## config.mk

```make
export PLATFORM = sky130hd
export DESIGN_NAME = energy_voice_activity_segmenter_core
export DESIGN_NICKNAME = d
export VERILOG_FILES = /design/src/sv/evas_pkg.sv /design/src/sv/evas_front.sv /design/src/sv/evas_track.sv /design/src/sv/evas_outq.sv /design/src/sv/energy_voice_activity_segmenter_core.sv
export SDC_FILE = /design/constraint.sdc
export NUM_CORES = 2
export LEC_CHECK = 0
export ABC_AREA = 0
export BUFFER_PORTS_ARGS = -buffer_cell sky130_fd_sc_hd__clkbuf_2
export CORE_UTILIZATION = 64
export CTS_CLUSTER_DIAMETER = 80
export DETAILED_ROUTE_END_ITERATION = 12
export HOLD_SLACK_MARGIN = 0.05
export PLACE_DENSITY_LB_ADDON = 0.25
export SLEW_MARGIN = 20
export SYNTH_ARGS = -nofsm -noshare
export SYNTH_HDL_FRONTEND = slang
export SYNTH_HIERARCHICAL = 1
export SYNTH_SLANG_ARGS = --single-unit
```

## constraint.sdc

```tcl
create_clock -name clk -period 10.2 [get_ports clk]
set_input_delay 0 -clock clk [delete_from_list [all_inputs] [get_ports clk]]
set_output_delay 0 -clock clk [all_outputs]
set_load 0.01 [all_outputs]
```

## src/sv/evas_pkg.sv

```systemverilog
package evas_pkg;

  localparam int SAMPLE_W = 16;
  localparam int ENERGY_W = 48;
  localparam int DSUM_W   = 18;
  localparam int SQ_W     = 31;
  localparam int QDEPTH   = 4;

  localparam logic [ENERGY_W-1:0] E48_MAX = '1;

  // divide by three: floor(m * 43691 / 2^17) is exact for m below 2^17
  localparam logic [15:0] DIV3_RECIP = 16'd43691;
  localparam int          DIV3_SHIFT = 17;

  localparam logic [2:0] CFG_STEREO     = 3'd0;
  localparam logic [2:0] CFG_WINDOW_LEN = 3'd1;
  localparam logic [2:0] CFG_SPEECH_E   = 3'd2;
  localparam logic [2:0] CFG_START_E    = 3'd3;
  localparam logic [2:0] CFG_START_HITS = 3'd4;
  localparam logic [2:0] CFG_END_SIL    = 3'd5;
  localparam logic [2:0] CFG_MAX_WAIT   = 3'd6;

  typedef enum logic [1:0] {
    EV_SAMPLE  = 2'd0,
    EV_START   = 2'd1,
    EV_END     = 2'd2,
    EV_TIMEOUT = 2'd3
  } ev_t;

  typedef struct packed {
    logic signed [SAMPLE_W-1:0] left_sample;
    logic signed [SAMPLE_W-1:0] right_sample;
  } in_word_t;

  typedef struct packed {
    ev_t                        event_res;
    logic signed [SAMPLE_W-1:0] audio;
    logic                       last;
  } out_word_t;

  typedef struct packed {
    logic                stereo_mode;
    logic [15:0]         window_len;
    logic [ENERGY_W-1:0] speech_energy;
    logic [ENERGY_W-1:0] start_energy_min;
    logic [7:0]          start_hits;
    logic [15:0]         end_silence_windows;
    logic [15:0]         max_wait_windows;
  } cfg_t;

  // queued result: decimated sum is divided by three on the way out
  typedef struct packed {
    ev_t                      ev;
    logic signed [DSUM_W-1:0] dsum;
    logic                     last;
  } q_entry_t;

  typedef struct packed {
    logic [1:0] n;
    q_entry_t   e0;
    q_entry_t   e1;
  } push_t;

endpackage

```

## src/sv/evas_front.sv

```systemverilog
module evas_front (
  input  logic                              clk,
  input  logic                              rst,
  input  logic                              in_valid,
  output logic                              in_ready,
  input  evas_pkg::in_word_t                in_data,
  input  logic                              stereo_mode,
  input  logic                              b_adv,
  output logic                              b_valid,
  output logic signed [evas_pkg::SAMPLE_W-1:0] b_mono,
  output logic [evas_pkg::SQ_W-1:0]         b_sq
);
  import evas_pkg::*;

  logic     a_valid;
  in_word_t a_word;
  logic     a_move;
  logic     b_load;

  logic signed [SAMPLE_W:0]     pair_sum;
  logic signed [SAMPLE_W-1:0]   mono;
  logic signed [2*SAMPLE_W-1:0] prod;

  assign b_load   = !b_valid || b_adv;
  assign a_move   = a_valid && b_load;
  assign in_ready = !a_valid || a_move;

  // floor of the pair average
  assign pair_sum = (SAMPLE_W+1)'(a_word.left_sample) + (SAMPLE_W+1)'(a_word.right_sample);
  assign mono     = stereo_mode ? pair_sum[SAMPLE_W:1] : a_word.left_sample;
  assign prod     = mono * mono;

  always_ff @(posedge clk) begin
    if (rst) begin
      a_valid <= 1'b0;
      b_valid <= 1'b0;
    end else begin
      if (in_ready) a_valid <= in_valid;
      if (b_load) b_valid <= a_move;
    end
    if (in_valid && in_ready) a_word <= in_data;
    if (a_move) begin
      b_mono <= mono;
      b_sq   <= prod[SQ_W-1:0];
    end
  end

endmodule

```

## src/sv/evas_track.sv

```systemverilog
module evas_track (
  input  logic                                 clk,
  input  logic                                 rst,
  input  logic                                 go,
  input  logic signed [evas_pkg::SAMPLE_W-1:0] mono,
  input  logic [evas_pkg::SQ_W-1:0]            sq,
  input  evas_pkg::cfg_t                       cfg,
  output evas_pkg::push_t                      push
);
  import evas_pkg::*;

  logic                     recording, recording_next;
  logic [7:0]               hit_count, hit_count_next;
  logic [15:0]              quiet_windows, quiet_windows_next;
  logic [16:0]              waited_windows, waited_windows_next;
  logic [15:0]              window_pos, window_pos_next;
  logic [ENERGY_W-1:0]      energy_sum, energy_sum_next;
  logic [1:0]               decim_phase, decim_phase_next;
  logic signed [DSUM_W-1:0] decim_sum, decim_sum_next;

  logic [ENERGY_W:0]        e_add;
  logic [ENERGY_W-1:0]      e_win;
  logic                     close;
  logic signed [DSUM_W-1:0] dsum_add;
  logic [16:0]              waited_inc;
  logic [7:0]               hit_inc;
  logic [15:0]              quiet_new;
  logic                     p_sample, p_ev;
  ev_t                      ev_code;
  logic signed [DSUM_W-1:0] sample_sum;
  q_entry_t                 ent_sample, ent_ev;

  assign e_add      = {1'b0, energy_sum} + (ENERGY_W+1)'(sq);
  assign e_win      = e_add[ENERGY_W] ? E48_MAX : e_add[ENERGY_W-1:0];
  assign close      = ({1'b0, window_pos} + 17'd1) >= {1'b0, cfg.window_len};
  assign dsum_add   = decim_sum + DSUM_W'(mono);
  assign waited_inc = waited_windows + 17'd1;
  assign hit_inc    = (hit_count == 8'hFF) ? hit_count : hit_count + 8'd1;

  always_comb begin
    recording_next      = recording;
    hit_count_next      = hit_count;
    quiet_windows_next  = quiet_windows;
    waited_windows_next = waited_windows;
    window_pos_next     = window_pos + 16'd1;
    energy_sum_next     = e_win;
    decim_phase_next    = decim_phase;
    decim_sum_next      = decim_sum;
    quiet_new           = quiet_windows;
    p_sample            = 1'b0;
    p_ev                = 1'b0;
    ev_code             = EV_SAMPLE;
    sample_sum          = dsum_add;

    if (recording) begin
      if (decim_phase == 2'd2) begin
        p_sample         = 1'b1;
        decim_phase_next = 2'd0;
        decim_sum_next   = '0;
      end else begin
        decim_phase_next = decim_phase + 2'd1;
        decim_sum_next   = dsum_add;
      end
    end

    if (close) begin
      window_pos_next = '0;
      energy_sum_next = '0;
      if (!recording) begin
        waited_windows_next = waited_inc;
        if (waited_inc > {1'b0, cfg.max_wait_windows}) begin
          p_ev    = 1'b1;
          ev_code = EV_TIMEOUT;
        end else if (e_win > cfg.speech_energy && e_win >= cfg.start_energy_min) begin
          hit_count_next = hit_inc;
          if (hit_inc >= cfg.start_hits) begin
            recording_next     = 1'b1;
            quiet_windows_next = '0;
            decim_phase_next   = '0;
            decim_sum_next     = '0;
            p_ev               = 1'b1;
            ev_code            = EV_START;
          end
        end else begin
          hit_count_next = '0;
        end
      end else begin
        if (e_win < cfg.speech_energy) begin
          quiet_new = (quiet_windows == 16'hFFFF) ? quiet_windows : quiet_windows + 16'd1;
        end else begin
          quiet_new = '0;
        end
        quiet_windows_next = quiet_new;
        if (quiet_new >= cfg.end_silence_windows) begin
          p_ev    = 1'b1;
          ev_code = EV_END;
        end
      end
      // timeout and segment end both drop back to waiting
      if (p_ev && (ev_code == EV_TIMEOUT || ev_code == EV_END)) begin
        recording_next      = 1'b0;
        hit_count_next      = '0;
        quiet_windows_next  = '0;
        waited_windows_next = '0;
        decim_phase_next    = '0;
        decim_sum_next      = '0;
      end
    end
  end

  always_comb begin
    ent_sample.ev   = EV_SAMPLE;
    ent_sample.dsum = sample_sum;
    ent_sample.last = !p_ev;
    ent_ev.ev       = ev_code;
    ent_ev.dsum     = '0;
    ent_ev.last     = 1'b1;
    push.n          = {1'b0, p_sample} + {1'b0, p_ev};
    push.e0         = p_sample ? ent_sample : ent_ev;
    push.e1         = ent_ev;
    if (!go) push.n = 2'd0;
  end

  always_ff @(posedge clk) begin
    if (rst) begin
      recording      <= 1'b0;
      hit_count      <= '0;
      quiet_windows  <= '0;
      waited_windows <= '0;
      window_pos     <= '0;
      energy_sum     <= '0;
      decim_phase    <= '0;
      decim_sum      <= '0;
    end else if (go) begin
      recording      <= recording_next;
      hit_count      <= hit_count_next;
      quiet_windows  <= quiet_windows_next;
      waited_windows <= waited_windows_next;
      window_pos     <= window_pos_next;
      energy_sum     <= energy_sum_next;
      decim_phase    <= decim_phase_next;
      decim_sum      <= decim_sum_next;
    end
  end

endmodule

```

## src/sv/evas_outq.sv

```systemverilog
module evas_outq (
  input  logic                clk,
  input  logic                rst,
  input  evas_pkg::push_t     push,
  output logic                room,
  output logic                out_valid,
  input  logic                out_ready,
  output evas_pkg::out_word_t out_data
);
  import evas_pkg::*;

  localparam int PW = $clog2(QDEPTH);

  q_entry_t      q [QDEPTH];
  logic [PW-1:0] wr_ptr, rd_ptr;
  logic [PW:0]   count;
  logic          pop;

  q_entry_t          head;
  logic              neg;
  logic [DSUM_W-1:0] mag;
  logic [32:0]       quot_prod;
  logic [15:0]       quot;

  assign room      = count <= (PW+1)'(QDEPTH - 2);
  assign out_valid = count != '0;
  assign pop       = out_valid && out_ready;

  // head sum divided by three, truncated toward zero
  assign head      = q[rd_ptr];
  assign neg       = head.dsum[DSUM_W-1];
  assign mag       = neg ? DSUM_W'(-head.dsum) : DSUM_W'(head.dsum);
  assign quot_prod = mag[16:0] * DIV3_RECIP;
  assign quot      = quot_prod[DIV3_SHIFT +: 16];

  always_comb begin
    out_data.event_res = head.ev;
    out_data.audio     = neg ? SAMPLE_W'(-quot) : SAMPLE_W'(quot);
    out_data.last      = head.last;
  end

  always_ff @(posedge clk) begin
    if (rst) begin
      wr_ptr <= '0;
      rd_ptr <= '0;
      count  <= '0;
    end else begin
      wr_ptr <= wr_ptr + PW'(push.n);
      rd_ptr <= rd_ptr + PW'(pop);
      count  <= count + (PW+1)'(push.n) - (PW+1)'(pop);
    end
    if (push.n != 2'd0) q[wr_ptr] <= push.e0;
    if (push.n == 2'd2) q[wr_ptr + PW'(1)] <= push.e1;
  end

endmodule

```

## src/sv/energy_voice_activity_segmenter_core.sv

```systemverilog
// energy based voice activity segmenter
// in channel: one stereo audio word per handshake (in_valid / in_ready),
// q1.15 left and right; in mono mode the right sample is ignored
// out channel: result words (out_valid / out_ready): decimated samples while
// recording, and start, segment end and timeout events; last marks the final
// result word caused by one input word, and a word may cause none
// config: cfg_we writes cfg_data into register cfg_index at the clock edge;
// writing only while the block is idle is up to the user, unchecked; index 7 is ignored
// timing: an input stage, a mono and square stage, then the state update
// that queues results; results are offered only from the queue, after the
// state update has pushed them. one word per cycle is accepted as long as
// the four entry result queue has room for two more entries
// stall: when out_ready stays low the queue fills and in_ready drops;
// no result is lost
// reset (rst, synchronous): all counters, window sum and decimator cleared,
// waiting for speech, queue empty, registers at their defaults
module energy_voice_activity_segmenter_core (
  input  logic                clk,
  input  logic                rst,
  input  logic                in_valid,
  output logic                in_ready,
  input  evas_pkg::in_word_t  in_data,
  output logic                out_valid,
  input  logic                out_ready,
  output evas_pkg::out_word_t out_data,
  input  logic                cfg_we,
  input  logic [2:0]          cfg_index,
  input  logic [47:0]         cfg_data
);
  import evas_pkg::*;

  cfg_t cfg;

  // mono / square stage handoff
  logic                       b_valid;
  logic                       b_adv;
  logic signed [SAMPLE_W-1:0] b_mono;
  logic [SQ_W-1:0]            b_sq;

  // queue handoff
  push_t push;
  logic  room;

  // register file; writing only while idle is up to the user, unchecked
  always_ff @(posedge clk) begin
    if (rst) begin
      cfg.stereo_mode         <= 1'b1;
      cfg.window_len          <= 16'd1440;
      cfg.speech_energy       <= 48'd1000000000;
      cfg.start_energy_min    <= 48'd1000000000;
      cfg.start_hits          <= 8'd3;
      cfg.end_silence_windows <= 16'd27;
      cfg.max_wait_windows    <= 16'd333;
    end else if (cfg_we) begin
      unique case (cfg_index)
        CFG_STEREO:     cfg.stereo_mode         <= cfg_data[0];
        CFG_WINDOW_LEN: cfg.window_len          <= cfg_data[15:0];
        CFG_SPEECH_E:   cfg.speech_energy       <= cfg_data;
        CFG_START_E:    cfg.start_energy_min    <= cfg_data;
        CFG_START_HITS: cfg.start_hits          <= cfg_data[7:0];
        CFG_END_SIL:    cfg.end_silence_windows <= cfg_data[15:0];
        CFG_MAX_WAIT:   cfg.max_wait_windows    <= cfg_data[15:0];
        default: ;
      endcase
    end
  end

  // the state update runs only when the queue can take both possible results
  assign b_adv = b_valid && room;

  evas_front u_front (
    .clk         (clk),
    .rst         (rst),
    .in_valid    (in_valid),
    .in_ready    (in_ready),
    .in_data     (in_data),
    .stereo_mode (cfg.stereo_mode),
    .b_adv       (b_adv),
    .b_valid     (b_valid),
    .b_mono      (b_mono),
    .b_sq        (b_sq)
  );

  evas_track u_track (
    .clk  (clk),
    .rst  (rst),
    .go   (b_adv),
    .mono (b_mono),
    .sq   (b_sq),
    .cfg  (cfg),
    .push (push)
  );

  evas_outq u_outq (
    .clk       (clk),
    .rst       (rst),
    .push      (push),
    .room      (room),
    .out_valid (out_valid),
    .out_ready (out_ready),
    .out_data  (out_data)
  );

`ifndef ASSERT_OFF
  // queue comes out of reset empty
  a_reset_empty: assert property (@(posedge clk) rst |=> !out_valid)
    else $error("result queue not empty after reset");

  // events carry no audio
  a_event_no_audio: assert property (@(posedge clk) disable iff (rst)
    (out_valid && out_data.event_res != EV_SAMPLE) |-> (out_data.audio == '0))
    else $error("event word with nonzero audio");

  // a word with two results always has the decimated sample first
  a_pair_order: assert property (@(posedge clk) disable iff (rst)
    (out_valid && !out_data.last) |-> (out_data.event_res == EV_SAMPLE))
    else $error("non-final result is not a decimated sample");

  // no state update without room for two results
  a_room: assert property (@(posedge clk) disable iff (rst)
    (push.n != 2'd0) |-> room)
    else $error("results pushed into a full queue");
`endif

endmodule

```

==> results.yml <==
cells_and_area:
  final_area_um2: 45200
  regArea_um2: 10600
  fillCellCount: 4616
  nets: 5375
  drive_above_1_share_pct: 9.16
  multi_input_area_um2: 27300
  area_growth_pct: 9.77
  stdcell_count: 5425
yosys:
  ys.warnings.count: 6
  synth_cell_types: 103
  ys_ff_latch: 449
  yosysTopAreaCell: "fa_1"
  synth_edf_count: 161
  ys.flop_type: "dfxtp_1"
  syn_avg_cell_area_um2: 9.40
  synth_area_leaders: "fa_1 (15%), dfxtp_1 (14%), ha_1 (13%)"
  syn_area_um2: 41200
  yosysMostFrequentCell: "inv_1"
  synth_seq_area_share_pct: 25.7
  synthCells: 4380
  synth.top_cells.by_count: "inv_1 (671), ha_1 (438), nor2_1 (348)"
  postSynth.asyncResetShare_pct: 0
  yosysTopAreaCellShare_pct: 15.3
timing:
  rsz0062_at_grt: "no"
  worst_pin_slew_ns: 1.09
  fin_tns_setup_ns: 0
  finalClockSkew_ns: 0.0363
  hold_slack_ns: 0.117
  period_share_pct: 93.3
  period_minus_slack_ns: 9.51
  slew_headroom_pct: 27.1
  maxSlewViolCount: 0
  finalHoldViolCount: 0
  setup_viol: 0
  fmax_mhz: 105
global_route:
  grt_pass1_vias: 32000
  grt_overflow: 0
  grt_max_degree: 114
  grt_usage_pct: 30.5
  grt_pass1_wl_um: 162000
  antenna_found_initial: 3
setup_path:
  critPathArrivalTime_ns: 9.51
  end_kind: "output pin"
  required_ns: 10.20
  critPathSlowestCell: "fa_1"
  critPathMaxFanout: 19
  max_stage_delay_ns: 0.56
  startpoint_type: "flop"
  worstSetupPathType: "flop to output pin"
placement:
  port_buffers: 108
  place_congestion: 0.912
  dp.cells: 5228
  dpl_cell_area_um2: 42400
  hpwl_um: 75000
route:
  drc: 0
  drt_pass1_iterations: 6
  antenna_left: 0
  routed_wl_um: 99500
  vias: 31500
  dr.first_iter.drc_count: 2198
  wl_per_cell_um: 18.3
  viasPerCell: 5.81
min_path:
  hp-class: "primary input to flop"
clock_network:
  cts_root_buf: "clkbuf_16"
  cts.sinks: 449
  cts_tree: "built"
  cts_max_path_buffers: 3
  numCtsBuffers: 50
  clkTransAtPathRegs_ns: 0.06
  htreeDepth: 2
  insertion_delay_ns: 0.62
floorplanning:
  dieArea_um2: 65300
  dieHeight_um: 256
  ioPinCount: 109
  initial_core_util_pct: 65.0
  dieWidth_um: 256
  core.rowCount: 92
  core_um2: 63300
job:
  cap_violations: 0
outcome:
  outcome: "complete, no violations"
flip-flops by register name, indices dropped and copies added (netlist names):
| signal | count |
|---|---|
| u_front/b_valid | 1 |
| u_track/energy_sum | 48 |
| u_outq/rd_ptr | 2 |
| u_front/a_valid | 1 |
| u_track/quiet_windows | 16 |
| u_outq/wr_ptr | 2 |
| cfg | 153 |
| u_track/window_pos | 16 |
| u_outq/q | 84 |
| u_track/recording | 1 |
| u_front/b_mono | 16 |
| u_track/decim_sum | 18 |
| u_front/a_word | 32 |
| u_track/waited_windows | 17 |
| u_front/b_sq | 29 |
| u_track/decim_phase | 2 |
| u_track/hit_count | 8 |
| u_outq/count | 3 |
cell families (layout without fill, tap and decap cells):
logic type               after synthesis  after routing  synth area share (%)
multiplexers                         296            296                  8.17
buffers and inverters                850           1028                  8.28
flip-flops                           449            449                  25.7
AO/OA/AOI/OAI                        673            673                  10.8
AND/OR/NAND/NOR                     1145           1145                  13.9
XOR/XNOR                             211            211                  4.52
adder cells (fa/ha/maj)              753            753                  28.6
other                                  3             24                0.0273
critical path, delay by kind of cell, from the launching register on:
| kind | cells | cell delay (ns) |
|---|---|---|
| AOI/OAI and AO/OA | 4 | 0.92 |
| xor gates and xnor gates | 3 | 0.73 |
| adders and majority gates | 8 | 3.27 |
| buffers and inverters | 5 | 0.68 |
| DFF | 1 | 0.49 |
| muxes | 1 | 0.39 |
| and+or+nand+nor | 9 | 2.41 |
metrics by stage:
stage,setup slack [ns],util [%]
floorplan,1.35,-
global placement,0.930,66.9
detailed placement,0.704,66.9
CTS,0.172,71.3
global route,0.0956,71.4
finish,0.688,71.4
layout make-up:
| type | instances | area share, % |
|---|---|---|
| multi-input cells | 3098 | 60.4 |
| flip-flops and latches | 449 | 23.5 |
| inverters | 685 | 5.69 |
| repair buffers | 250 | 4.14 |
| clock buffers | 64 | 3.16 |
| well taps | 846 | 2.34 |
| clock inverters | 29 | 0.753 |
| diodes | 4 | 0.0221 |
cell usage in the layout, fill, tap and decap left out, types with 69 or more instances in the layout:
cell	netlist	layout
fa_1	315	315
nand2_1	259	259
mux2_2	95	95
xnor2_1	121	120
dlygate4sd3_1	0	100
clkbuf_2	0	107
nor2_1	348	347
nand3_1	69	69
a21oi_1	212	212
edfxtp_1	161	161
o21ai_0	113	112
inv_1	671	671
ha_1	438	438
nand2b_1	180	180
xor2_1	89	89
mux2i_1	178	178
dfxtp_1	288	287
timing repair:
item,CTS,global route
endpoints found under the setup margin,0,42
hold buffers,100,0
hold endpoints to repair,233,0
setup buffers,0,0
resized for setup,0,6
metal layers:
| metal | wire length [um] | up-vias | share of wire [%] | track usage [%] |
|---|---|---|---|---|
| met5 | 0 | - | 0 | 0 |
| met4 | 3540 | 0 | 3.6 | 10.7 |
| met1 | 42100 | 15300 | 42 | 39.5 |
| met2 | 48600 | 921 | 49 | 53.1 |
| met3 | 5270 | 216 | 5.3 | 3.30 |
| li1 | - | 15000 | - | - |
path summary, 6_finish.rpt:
path / depth (start not counted) / end / startpoint / slack [ns]
max: 30 / out_data[13] / u_outq/rd_ptr[1] / 0.69
min: 2 / u_front/a_word[28] / in_data[28] / 0.12
max reg2reg: 30 / u_outq/q[0][1] / u_front/b_mono[0] / 0.87
min reg2reg: 1 / u_track/decim_sum[16] / u_track/decim_sum[16] / 0.47
Power is left out: the tool's default activity adds up to more than one toggle a clock period on the data nets, which glitch-free logic cannot reach.
